<file path="src/rtl/hkks_pkg.sv">
// ----------------------------------------------------------------------------
// Key and knob scanner package
// Types, field widths and register addresses shared by the scanner files.
// ----------------------------------------------------------------------------
`default_nettype none

package hkks_pkg;

  // Stream field widths.
  localparam int unsigned TS_W       = 32;
  localparam int unsigned FUN_LVL_W  = 6;
  localparam int unsigned MTX_W      = 16;
  localparam int unsigned ENC_W      = 16;
  localparam int unsigned FUN_KEY_W  = 3;
  localparam int unsigned MTX_KEY_W  = 5;
  localparam int unsigned KNOB_W     = 32;
  localparam int unsigned DEB_W      = 16;

  // Packed stream widths, rounded up to whole bytes.
  localparam int unsigned IN_BITS     = TS_W + FUN_LVL_W + MTX_W + ENC_W;
  localparam int unsigned IN_TDATA_W  = ((IN_BITS + 7) / 8) * 8;
  localparam int unsigned OUT_BITS    = FUN_KEY_W + MTX_KEY_W + KNOB_W + 1;
  localparam int unsigned OUT_TDATA_W = ((OUT_BITS + 7) / 8) * 8;

  // Field offsets inside the output tdata.
  localparam int unsigned OUT_MTX_LSB   = FUN_KEY_W;
  localparam int unsigned OUT_KNOB_LSB  = FUN_KEY_W + MTX_KEY_W;
  localparam int unsigned OUT_AWAKE_BIT = FUN_KEY_W + MTX_KEY_W + KNOB_W;

  // Register file.
  localparam int unsigned PADDR_W            = 3;
  localparam int unsigned PDATA_W            = 32;
  localparam logic [DEB_W-1:0] DEBOUNCE_RESET = 16'd10;
  localparam logic            REG_IDX_DEBOUNCE = 1'b0;

  // Highest legal key codes.
  localparam logic [FUN_KEY_W-1:0] FUN_KEY_MAX = 3'd6;
  localparam logic [MTX_KEY_W-1:0] MTX_KEY_MAX = 5'd16;

  // Debounce machine phases.
  typedef enum logic [1:0] {
    PH_SCAN           = 2'd0,
    PH_PRESS_FILTER   = 2'd1,
    PH_PRESSED        = 2'd2,
    PH_RELEASE_FILTER = 2'd3
  } phase_e;

endpackage

`default_nettype wire

</file>
<file path="src/rtl/hid_key_knob_scanner_core.sv">
// ----------------------------------------------------------------------------
// Key and knob scanner core
// Debounces six function keys and a 4x4 key matrix, and extends a 16-bit
// quadrature counter to a 32-bit knob position, one scan tick per transaction.
// ----------------------------------------------------------------------------
// Usage:
// Each slave-side transaction is one scan tick (timestamp, function key
// levels, matrix closures, encoder counter). Each tick yields exactly one
// master-side transaction with the tracked function key, the confirmed matrix
// key, the negated extended knob count and a stay-awake flag.
// A tick is taken into an input register, evaluated by the debounce and knob
// logic once the result register is free and written to the result register.
// One tick per cycle is sustained while the receiver keeps m_axis_tready
// high; the state is updated as a tick moves between the input and result
// registers.
// When the receiver stalls, the result register holds its transaction and the
// input register still takes one more tick; only then does s_axis_tready drop.
// Reset clears both machines to scan, the knob count to zero, both registers
// to empty and debounce_ticks to 10. The user writes debounce_ticks over APB at
// byte address 0 only while the stream is idle; the block does not enforce it.
// ----------------------------------------------------------------------------
`default_nettype none

module hid_key_knob_scanner_core
  import hkks_pkg::*;
(
  input  wire logic                   clk_i,
  input  wire logic                   rst_ni,
  // Configuration port.
  input  wire logic                   psel,
  input  wire logic                   penable,
  input  wire logic                   pwrite,
  input  wire logic [PADDR_W-1:0]     paddr,
  input  wire logic [PDATA_W-1:0]     pwdata,
  output logic      [PDATA_W-1:0]     prdata,
  output logic                        pready,
  // Tick stream: timestamp[31:0], fun_key_levels[37:32],
  // matrix_closed[53:38], encoder_count[69:54], zero padding[71:70].
  input  wire logic                   s_axis_tvalid,
  output logic                        s_axis_tready,
  input  wire logic [IN_TDATA_W-1:0]  s_axis_tdata,
  // Result stream: fun_key[2:0], matrix_key[7:3], knob_position[39:8],
  // stay_awake[40], zero padding[47:41].
  output logic                        m_axis_tvalid,
  input  wire logic                   m_axis_tready,
  output logic      [OUT_TDATA_W-1:0] m_axis_tdata
);

  // --------------------------------------------------------------------------
  // Configuration register
  // --------------------------------------------------------------------------
  logic [DEB_W-1:0] debounce_q;
  logic             reg_hit;
  logic             reg_wr;

  assign reg_hit = (paddr[2] == REG_IDX_DEBOUNCE);
  assign reg_wr  = psel && penable && pwrite && pready && reg_hit;
  assign pready  = 1'b1;
  assign prdata  = reg_hit ? {{(PDATA_W-DEB_W){1'b0}}, debounce_q} : '0;

  always_ff @(posedge clk_i or negedge rst_ni) begin
    if (!rst_ni) begin
      debounce_q <= DEBOUNCE_RESET;
    end else if (reg_wr) begin
      debounce_q <= pwdata[DEB_W-1:0];
    end
  end

  // --------------------------------------------------------------------------
  // Pipeline handshake
  // --------------------------------------------------------------------------
  logic                  in_valid_q;
  logic [IN_BITS-1:0]    in_data_q;
  logic                  res_valid_q;
  logic [OUT_BITS-1:0]   res_data_q;
  logic [OUT_BITS-1:0]   res_data_d;
  logic                  res_free;
  logic                  fire;
  logic                  load;

  assign res_free      = !res_valid_q || m_axis_tready;
  assign fire          = in_valid_q && res_free;
  assign s_axis_tready = !in_valid_q || fire;
  assign load          = s_axis_tvalid && s_axis_tready;

  always_ff @(posedge clk_i or negedge rst_ni) begin
    if (!rst_ni) begin
      in_valid_q  <= 1'b0;
      res_valid_q <= 1'b0;
    end else begin
      if (load) begin
        in_valid_q <= 1'b1;
      end else if (fire) begin
        in_valid_q <= 1'b0;
      end
      if (fire) begin
        res_valid_q <= 1'b1;
      end else if (m_axis_tready) begin
        res_valid_q <= 1'b0;
      end
    end
  end

  always_ff @(posedge clk_i) begin
    if (load) begin
      in_data_q <= s_axis_tdata[IN_BITS-1:0];
    end
    if (fire) begin
      res_data_q <= res_data_d;
    end
  end

  assign m_axis_tvalid = res_valid_q;
  assign m_axis_tdata  = {{(OUT_TDATA_W-OUT_BITS){1'b0}}, res_data_q};

  // Unpack the registered tick.
  logic [TS_W-1:0]      now;
  logic [FUN_LVL_W-1:0] levels;
  logic [MTX_W-1:0]     closed;
  logic [ENC_W-1:0]     enc_cur;

  assign now     = in_data_q[TS_W-1:0];
  assign levels  = in_data_q[TS_W +: FUN_LVL_W];
  assign closed  = in_data_q[TS_W+FUN_LVL_W +: MTX_W];
  assign enc_cur = in_data_q[TS_W+FUN_LVL_W+MTX_W +: ENC_W];

  // --------------------------------------------------------------------------
  // State registers
  // --------------------------------------------------------------------------
  phase_e               fun_phase_q, fun_phase_d;
  logic [FUN_KEY_W-1:0] fun_cand_q, fun_cand_d;
  logic [TS_W-1:0]      fun_mark_q, fun_mark_d;
  phase_e               mtx_phase_q, mtx_phase_d;
  logic [2:0]           mtx_row_q, mtx_row_d;
  logic [2:0]           mtx_col_q, mtx_col_d;
  logic [TS_W-1:0]      mtx_mark_q, mtx_mark_d;
  logic [ENC_W-1:0]     enc_prev_q;
  logic [ENC_W-1:0]     wrap_q, wrap_d;

  always_ff @(posedge clk_i or negedge rst_ni) begin
    if (!rst_ni) begin
      fun_phase_q <= PH_SCAN;
      fun_cand_q  <= '0;
      fun_mark_q  <= '0;
      mtx_phase_q <= PH_SCAN;
      mtx_row_q   <= '0;
      mtx_col_q   <= '0;
      mtx_mark_q  <= '0;
      enc_prev_q  <= '0;
      wrap_q      <= '0;
    end else if (fire) begin
      fun_phase_q <= fun_phase_d;
      fun_cand_q  <= fun_cand_d;
      fun_mark_q  <= fun_mark_d;
      mtx_phase_q <= mtx_phase_d;
      mtx_row_q   <= mtx_row_d;
      mtx_col_q   <= mtx_col_d;
      mtx_mark_q  <= mtx_mark_d;
      enc_prev_q  <= enc_cur;
      wrap_q      <= wrap_d;
    end
  end

  // --------------------------------------------------------------------------
  // Function key machine, next state
  // --------------------------------------------------------------------------
  logic [FUN_KEY_W-1:0] fun_pick;
  logic                 fun_elapsed;
  logic                 fun_held;

  assign fun_elapsed = (now - fun_mark_q) > {{(TS_W-DEB_W){1'b0}}, debounce_q};

  // Lowest-numbered function key whose pin is low.
  always_comb begin
    fun_pick = '0;
    for (int k = FUN_LVL_W - 1; k >= 0; k--) begin
      if (!levels[k]) begin
        fun_pick = FUN_KEY_W'(k + 1);
      end
    end
  end

  // Is the tracked candidate still down?
  always_comb begin
    fun_held = 1'b0;
    if (fun_cand_q != '0 && fun_cand_q <= FUN_KEY_MAX) begin
      fun_held = !levels[fun_cand_q - 3'd1];
    end
  end

  always_comb begin
    fun_phase_d = fun_phase_q;
    fun_cand_d  = fun_cand_q;
    fun_mark_d  = fun_mark_q;
    unique case (fun_phase_q)
      PH_SCAN: begin
        fun_cand_d = fun_pick;
        if (fun_pick != '0) begin
          fun_mark_d  = now;
          fun_phase_d = PH_PRESS_FILTER;
        end
      end
      PH_PRESS_FILTER: begin
        if (fun_elapsed) begin
          fun_phase_d = fun_held ? PH_PRESSED : PH_SCAN;
        end
      end
      PH_PRESSED: begin
        if (!fun_held) begin
          fun_mark_d  = now;
          fun_phase_d = PH_RELEASE_FILTER;
        end
      end
      PH_RELEASE_FILTER: begin
        if (fun_elapsed) begin
          if (!fun_held) begin
            fun_cand_d  = '0;
            fun_phase_d = PH_SCAN;
          end else begin
            fun_phase_d = PH_PRESSED;
          end
        end
      end
      default: begin
        fun_phase_d = PH_SCAN;
      end
    endcase
  end

  // --------------------------------------------------------------------------
  // Matrix key machine, next state
  // --------------------------------------------------------------------------
  logic [2:0] mtx_pick;
  logic [3:0] row_bits;
  logic [2:0] col_code;
  logic       mtx_elapsed;
  logic       mtx_held;

  assign mtx_elapsed = (now - mtx_mark_q) > {{(TS_W-DEB_W){1'b0}}, debounce_q};

  // Lowest row with any closure.
  always_comb begin
    mtx_pick = '0;
    for (int r = 3; r >= 0; r--) begin
      if (closed[4*r +: 4] != 4'd0) begin
        mtx_pick = 3'(r + 1);
      end
    end
  end

  // Closures of the tracked row; rows outside one to four read as open.
  always_comb begin
    unique case (mtx_row_q)
      3'd1:    row_bits = closed[3:0];
      3'd2:    row_bits = closed[7:4];
      3'd3:    row_bits = closed[11:8];
      3'd4:    row_bits = closed[15:12];
      default: row_bits = 4'd0;
    endcase
  end

  // Column of a single closure, zero when the row has none or several.
  always_comb begin
    unique case (row_bits)
      4'b0001: col_code = 3'd1;
      4'b0010: col_code = 3'd2;
      4'b0100: col_code = 3'd3;
      4'b1000: col_code = 3'd4;
      default: col_code = 3'd0;
    endcase
  end

  // Held only while the row shows exactly the tracked column.
  assign mtx_held = (mtx_col_q != 3'd0) && (col_code == mtx_col_q);

  always_comb begin
    mtx_phase_d = mtx_phase_q;
    mtx_row_d   = mtx_row_q;
    mtx_col_d   = mtx_col_q;
    mtx_mark_d  = mtx_mark_q;
    unique case (mtx_phase_q)
      PH_SCAN: begin
        mtx_row_d = mtx_pick;
        if (mtx_pick != 3'd0) begin
          mtx_mark_d  = now;
          mtx_phase_d = PH_PRESS_FILTER;
        end
      end
      PH_PRESS_FILTER: begin
        if (mtx_elapsed) begin
          mtx_phase_d = PH_SCAN;
          if (row_bits != 4'd0) begin
            mtx_col_d = col_code;
            if (col_code != 3'd0) begin
              mtx_phase_d = PH_PRESSED;
            end
          end
        end
      end
      PH_PRESSED: begin
        if (!mtx_held) begin
          mtx_mark_d  = now;
          mtx_phase_d = PH_RELEASE_FILTER;
        end
      end
      PH_RELEASE_FILTER: begin
        if (mtx_elapsed) begin
          if (!mtx_held) begin
            mtx_row_d   = 3'd0;
            mtx_col_d   = 3'd0;
            mtx_phase_d = PH_SCAN;
          end else begin
            mtx_phase_d = PH_PRESSED;
          end
        end
      end
      default: begin
        mtx_phase_d = PH_SCAN;
      end
    endcase
  end

  // --------------------------------------------------------------------------
  // Knob wrap tracking
  // --------------------------------------------------------------------------
  // A sign flip with a short step is a wrap through zero; a long step is a
  // crossing of the midpoint and leaves the wrap count alone.
  logic signed [ENC_W+1:0] enc_step;
  logic                    sign_flip;
  logic                    short_step;

  assign enc_step   = $signed({{2{enc_cur[ENC_W-1]}}, enc_cur})
                    - $signed({{2{enc_prev_q[ENC_W-1]}}, enc_prev_q});
  assign sign_flip  = enc_cur[ENC_W-1] != enc_prev_q[ENC_W-1];
  assign short_step = (enc_step > -18'sd32768) && (enc_step < 18'sd32768);

  always_comb begin
    wrap_d = wrap_q;
    if (sign_flip && short_step) begin
      if (enc_step[ENC_W+1]) begin
        wrap_d = wrap_q - 16'd1;
      end else begin
        wrap_d = wrap_q + 16'd1;
      end
    end
  end

  // --------------------------------------------------------------------------
  // Result formatting
  // --------------------------------------------------------------------------
  logic [KNOB_W-1:0]    knob_before;
  logic [KNOB_W-1:0]    knob_after;
  logic [MTX_KEY_W-1:0] mtx_key;
  logic [1:0]           row_m1;
  logic                 awake;

  assign knob_before = {wrap_q, enc_prev_q};
  assign knob_after  = {wrap_d, enc_cur};
  assign row_m1      = 2'(mtx_row_d - 3'd1);

  always_comb begin
    mtx_key = '0;
    if (mtx_col_d != 3'd0 && mtx_row_d >= 3'd1 && mtx_row_d <= 3'd4) begin
      mtx_key = {1'b0, row_m1, 2'b00} + {2'b00, mtx_col_d};
    end
  end

  assign awake = (knob_before != knob_after) || (fun_cand_d != '0) || (mtx_key != '0);

  assign res_data_d = {awake, KNOB_W'(-knob_after), mtx_key, fun_cand_d};

endmodule

`default_nettype wire

</file>
<file path="config.mk">
export PLATFORM = sky130hd
export DESIGN_NAME = hid_key_knob_scanner_core
export DESIGN_NICKNAME = d
export VERILOG_FILES = /design/src/rtl/hkks_pkg.sv /design/src/rtl/hid_key_knob_scanner_core.sv
export SDC_FILE = /design/constraint.sdc
export NUM_CORES = 1
export LEC_CHECK = 0
export ABC_CLOCK_PERIOD_IN_PS = 7600
export BUFFER_PORTS_ARGS = -buffer_cell sky130_fd_sc_hd__buf_2
export CELL_PAD_IN_SITES_DETAIL_PLACEMENT = 0
export CELL_PAD_IN_SITES_GLOBAL_PLACEMENT = 1
export CORE_ASPECT_RATIO = 0.8
export CORE_MARGIN = 3
export CORE_UTILIZATION = 46
export DETAILED_ROUTE_END_ITERATION = 10
export HOLD_SLACK_MARGIN = 0.08
export PLACE_DENSITY = 0.9
export SLEW_MARGIN = 20
export SYNTH_ARGS = -nofsm -noshare
export SYNTH_HDL_FRONTEND = slang
export SYNTH_SLANG_ARGS = --single-unit
</file>
<file path="constraint.sdc">
create_clock -name clk_i -period 7.6 [get_ports clk_i]
set_input_delay 1.14 -clock clk_i [delete_from_list [all_inputs] [get_ports clk_i]]
set_output_delay 1.14 -clock clk_i [all_outputs]
set_load 0.03 [all_outputs]
</file>
==> results of run 1 <==
worst max path at each step:
stage / from / to / cells after the start
after detailed placement: in_data_q[0] / res_data_q[40] / 28
final: in_data_q[0] / res_data_q[40] / 28
after global routing: in_data_q[0] / res_data_q[40] / 28
after floorplan: in_data_q[0] / res_data_q[40] / 28
after global placement: in_data_q[0] / res_data_q[40] / 28
after CTS: in_data_q[0] / res_data_q[40] / 28
cell usage after synthesis (all sizes together) (15+ instances only):
cell	count	area, sq um
a211oi	26	195
a21o	28	210
a21oi	107	539
a31oi	16	100
buf	32	224
clkbuf	54	204
dfrtp	125	3130
edfxtp	111	3330
ha	140	1750
inv	133	499
mux2	66	743
mux2i	15	150
nand2	163	612
nand3	27	135
nand4	27	169
nor2	113	427
nor2b	19	119
nor3	41	205
nor4	21	131
o211ai	18	140
o21a	27	203
o21ai	126	631
or3	26	163
xnor2	54	473
xor2	39	342
cells by family after synthesis:
family,count (synthesis),synth area share
fa+ha+maj,144,0.109
other cells,2,0.000447
flops,238,0.387
compound gates,471,0.184
xor+xnor,94,0.0498
simple gates,536,0.160
mux,82,0.0545
buf+inv,219,0.0551
worst register-to-register path: cells and delay by family, from the launching register on:
kind,cells,cell delay (ns)
simple gates,12,3.72
fa+ha+maj,5,1.40
compound gates,8,1.16
flops,1,0.35
buf+inv,2,0.27
xor+xnor,1,0.19
flip-flops by register name, summed over array words and instances (netlist names), named ones only:
| name | count |
|---|---|
| enc_prev_q | 16 |
| in_valid_q | 1 |
| wrap_q | 16 |
| mtx_mark_q | 32 |
| in_data_q | 70 |
| fun_mark_q | 32 |
| fun_cand_q | 3 |
| mtx_row_q | 3 |
| m_axis_tvalid | 1 |
| fun_phase_q | 1 |
| mtx_col_q | 3 |
| debounce_q | 16 |
| res_data_q | 41 |
| mtx_phase_q | 2 |
cell type report:
type | instances | share of cell area
timing repair buffer | 168 | 0.0478
antenna | 1 | 0.000132
multi-input combinational | 1351 | 0.503
sequential | 238 | 0.344
inverter | 133 | 0.0264
clock inverter | 13 | 0.00662
clock buffer | 36 | 0.0402
tap | 472 | 0.0312
power by group:
| part | switching, mW | total (mW) | internal [mW] |
|---|---|---|---|
| logic | 2.86 | 4.75 | 1.90 |
| clock network | 0.539 | 1.31 | 0.767 |
| registers | 0.230 | 1.98 | 1.75 |
per-layer routing:
layer | wire length, um | up-vias | part of all wire | track usage
met2 | 17800 | 424 | 0.42 | 0.315
met3 | 2620 | 58 | 0.062 | 0.0323
li1 | - | 6771 | - | -
met4 | 1090 | 0 | 0.026 | 0.0512
met1 | 21000 | 6617 | 0.49 | 0.336
met5 | 0 | - | 0 | 0
what timing repair did:
action | 4_1_cts | 5_1_grt
resized for setup | 1 | 6
pin swaps | 0 | 1
gates cloned | 0 | 0
setup endpoints to repair | 1 | 1
hold buffers | 0 | 0
buffers inserted | 0 | 2
stage by stage:
step / hold WS [ns] / TNS, ns / worst slack [ns] / cell area, sq um
after global routing: 0.512 / -0.0203 / -0.0203 / 18900
after CTS: 0.493 / 0 / 0.0916 / 18800
after global placement: 0.463 / 0 / 0.129 / 17900
final: 0.486 / 0 / 0.245 / 18900
after detailed placement: 0.480 / -0.000927 / -0.000927 / 17900
after floorplan: 0.448 / 0 / 0.657 / 16900
==> reports/results.tsv, run 1 <==
metric	value	unit
outcome	finished, final reports clean	
netlist_instances	1786	
cts-htree-levels	1	
post-route-util	0.534	
slowest_delay	0.59	ns
crit_required	7.88	ns
grt_usage	0.216	
setup_violations	0	
crit_top_cell	ha_1	
detail_route.wl_per_cell	17.6	um
dieHeight	177	um
timing.rr.start	in_data_q[0]	
fmax	0.136	GHz
gp_congestion	0.938	
cts.clk_slew.worst_paths	0.06	ns
layout_commonest_cell	nand2_1	
slowest_stage	or4b_4	
drt_pass1_iterations	5	
whs_endpoint	wrap_q[15]	
finalHoldViolCount	0	
synth_edf_count	111	
areaGrowthSynthToFinish	12.4	%
endpoint_kind	flop	
hold_class	reg -> reg	
die-area	0.0389	sq mm
cts_tree	built	
path_delay_family	simple AND/OR/NAND/NOR gates	
path_buf_inv	2	
finClkSkew	0.0130	ns
mostFrequentLayoutCells	nand2_1 (163), buf_2 (151), ha_1 (139), inv_1 (132), dfrtp_1 (125)	
tightest_slew	1.08	ns
finalCritPeriodShare	0.968	
worstSetupPathType	reg -> reg	
die_x	220	um
via_per_inst	5.75	
async_flop_share	0.534	
cts.sinks	238	
overflow	0	
num_vias	13870	
maxCapViolCount	0	
fillers	3269	
synth_area	0.0168	sq mm
cts-root-buf	clkbuf_16	
yosysSeqAreaShare	0.387	
drc_errors	0	
p_per_area	425	mW/mm^2
initial_utilization	0.475	
grt_max_degree	80	
worstPathArrival	7.63	ns
clkLatencyLatePin	0.55	ns
ir_worst_vdd	0.000233	V
ys_warn_count	0	
r2r_slack	0.24	ns
register_area	0.00651	sq mm
multi_input_area	0.00951	sq mm
hp-start	wrap_q[15]	
wirelength	42.5	mm
start_kind	flop	
core_area	0.0354	sq mm
synth.avg_cell_area	9.42	sq um
num_rows	61	
layout-drive-gt1-share	0.167	
detail-route-antenna-nets	0	
first_iter_violations	1268	
rr_worst_depth	28	
ys_seq_elements	238	
layout.nets	2177	
hold_depth	1	
p_total	8.03	mW
io_buffers	152	
dp_hpwl	32.1	mm
grt_first_pass_wirelength	68.3	mm
antenna_found_initial	1	
leakagePower	8.01	nW
dp_cells	2359	
stdcell_count	2412	
r2r-end	res_data_q[40]	
maxSlewViolCount	0	
finalCriticalPeriod	7.36	ns
relSlewSlack	0.277	
synthDistinctLibCells	89	
crit_fanout	11	
pin_count	197	
grt_pass1_vias	12838	
clk_path_buf_depth	3	
cts_buffers	27	
ys.flop_type	dfrtp_1	
No activity file was read; power rests on OpenSTA's default activity.
==> run 2, diff against run 1 <==
--- a/config.mk
+++ b/config.mk
@@ -5,16 +5,17 @@
 export SDC_FILE = /design/constraint.sdc
 export NUM_CORES = 1
 export LEC_CHECK = 0
+export ABC_AREA = 1
 export ABC_CLOCK_PERIOD_IN_PS = 7600
 export BUFFER_PORTS_ARGS = -buffer_cell sky130_fd_sc_hd__buf_2
 export CELL_PAD_IN_SITES_DETAIL_PLACEMENT = 0
 export CELL_PAD_IN_SITES_GLOBAL_PLACEMENT = 1
 export CORE_ASPECT_RATIO = 0.8
 export CORE_MARGIN = 3
-export CORE_UTILIZATION = 46
+export CORE_UTILIZATION = 44
 export DETAILED_ROUTE_END_ITERATION = 10
 export HOLD_SLACK_MARGIN = 0.08
-export PLACE_DENSITY = 0.9
+export PLACE_DENSITY = 0.91
 export SLEW_MARGIN = 20
 export SYNTH_ARGS = -nofsm -noshare
 export SYNTH_HDL_FRONTEND = slang
==> run 2 against run 1 <==
  * Wire length rose by 6.9%
  * Register-to-register slack improved by 1.6 ns
  * Power increased by 4.2%
  * Count of clock-buffer cells in the layout shrank 2
  * Highest routed layer unchanged
==> reports/results.tsv, run 2 <==
metric	value	unit
ir_worst_vdd	0.000247	V
crit_required	7.87	ns
crit_top_cell	nand2_1	
cts-htree-levels	1	
detail_route.wl_per_cell	15.3	um
top_register	in_data_q	
postCtsResizedCells	0	
finalCritPeriodShare	0.757	
synth_edf_count	111	
maxSlewViolCount	0	
layout-drive-gt1-share	0.115	
finClkSkew	0.0135	ns
fmax	0.174	GHz
finalCriticalPeriod	5.76	ns
dieHeight	183	um
pin_count	197	
ys_seq_elements	238	
via_per_inst	5.03	
finalHoldViolCount	0	
gp_congestion	0.931	
layout.nets	2715	
finalSetupTns	0	ns
cts-root-buf	clkbuf_16	
p_total	8.37	mW
grt_usage	0.217	
first_iter_violations	1039	
mostFrequentLayoutCells	nand2_1 (626), inv_1 (400), nor2_1 (185), buf_2 (151), o21ai_0 (147)	
io_buffers	152	
cts.sinks	238	
dp_hpwl	35.6	mm
maxCapViolCount	0	
synth_area_leaders	edfxtp_1 (19%), dfrtp_1 (18%), nand2_1 (14%)	
async_flop_share	0.534	
synth.avg_cell_area	7.48	sq um
areaGrowthSynthToFinish	12.6	%
cts_tree	built	
clk_path_buf_depth	3	
grt_first_pass_wirelength	72.6	mm
layout_commonest_cell	nand2_1	
endpoint_kind	flop	
ys.flop_type	dfrtp_1	
yosysTopAreaCellShare	0.194	
slowest_delay	0.72	ns
n_antenna_cell	0	
yosysSeqAreaShare	0.378	
slowest_stage	o21ai_0	
relSlewSlack	0.313	
drt_pass1_iterations	5	
reg_top3	in_data_q: 70 flops, res_data_q: 41 flops	
cts.clk_slew.worst_paths	0.06	ns
hold_class	reg -> reg	
netlist_instances	2300	
synth_top_cell_by_area	edfxtp_1	
wirelength	45.4	mm
clkLatencyLatePin	0.56	ns
antenna_found_initial	1	
synth_common_cells	nand2_1 (627), inv_1 (402), nor2_1 (185)	
tightest_slew	1.03	ns
outcome	finished, final reports clean	
initial_utilization	0.448	
hold_buffers	0	
grt_max_degree	71	
die-area	0.0415	sq mm
worstPathArrival	6.02	ns
num_rows	64	
synth.most_common_cell	nand2_1	
rsz0062_at_grt	false	
num_vias	14960	
crit_fanout	4	
worstSetupPathType	reg -> reg	
ys_warn_count	0	
grt_pass1_vias	14085	
fillers	3713	
cts_buffers	26	
p_per_area	432	mW/mm^2
overflow	0	
leakagePower	9.92	nW
synth_area	0.0172	sq mm
detail-route-antenna-nets	0	
start_kind	flop	
synthDistinctLibCells	57	
setup_violations	0	
die_x	227	um
cts_setup_buffers	0	
largest_register_ffs	70	
core_area	0.0384	sq mm
drc_errors	0	
==> run 2: changes by cell type in the layout (fill, tap and decap cells not counted), moves of 27 or more <==
cell,previous run,this run
inv_1,132,400
nor2_1,111,185
nand3_1,27,99
xnor2_1,54,23
nand2_1,163,626
mux2_2,66,0
o21ai_0,119,147
xor2_1,39,66
==> run 2: area by class of cell <==
class | count | area [sq um] | share of cell area
multi-input combinational | 1620 | 8940 | 0.461
sequential | 238 | 6510 | 0.336
inverter | 411 | 1540 | 0.0797
timing repair buffer | 160 | 831 | 0.0429
clock buffer | 34 | 722 | 0.0372
tap | 495 | 619 | 0.0320
clock inverter | 14 | 211 | 0.0109
==> run 2: cell families after synthesis <==
kind of cell | share of synthesized area
AO/OA/AOI/OAI | 0.104
XOR/XNOR | 0.0453
adder cells (fa/ha/maj) | 0.106
buffers and inverters | 0.108
flip-flops | 0.378
other | 0.000436
AND/OR/NAND/NOR | 0.257
==> run 2: critical path, delay by kind of cell (launching register included) <==
| family | cells | cell delay (ns) |
|---|---|---|
| adder cells (fa/ha/maj) | 4 | 1.32 |
| XOR/XNOR | 1 | 0.10 |
| AND/OR/NAND/NOR | 21 | 2.69 |
| flip-flops | 1 | 0.44 |
| buffers and inverters | 3 | 0.19 |
| AO/OA/AOI/OAI | 1 | 0.72 |
==> run 2: path summary, 6_finish.rpt <==
path	startpoint	end	slack, ns	depth (start not counted)
worst max-delay path	in_data_q[6]	res_data_q[40]	1.84	30
worst min-delay path	mtx_mark_q[18]	mtx_mark_q[18]	0.49	2
worst max register to register	in_data_q[6]	res_data_q[40]	1.84	30
worst min register to register	mtx_mark_q[18]	mtx_mark_q[18]	0.49	2
max in group asynchronous	rst_ni	mtx_row_q[1]	5.69	2
min in group asynchronous	rst_ni	fun_mark_q[4]	0.57	1
==> run 2: metrics by stage <==
stage	setup WS (ns)	std cells	cell area, sq um	utilization	hold slack, ns
after detailed placement	1.89	2923	18400	0.480	0.473
after CTS	1.83	2971	19400	0.504	0.489
after floorplan	2.70	2322	17300	-	0.453
after global routing	1.44	2972	19400	0.504	0.510
final	1.84	2972	19400	0.504	0.485
after global placement	1.90	2923	18400	0.480	0.465
==> run 2: where the power goes <==
| part | internal (mW) | switching (mW) |
|---|---|---|
| clock | 0.841 | 0.544 |
| sequential | 1.78 | 0.217 |
| combinational | 1.72 | 3.27 |
==> run 2: layer usage <==
metal  track usage  up-vias  share of wire
met5             0        -              0
met4        0.0464        0          0.022
met3        0.0299       69          0.052
met2         0.334      357           0.43
met1         0.328     6929           0.50
li1              -     7605              -
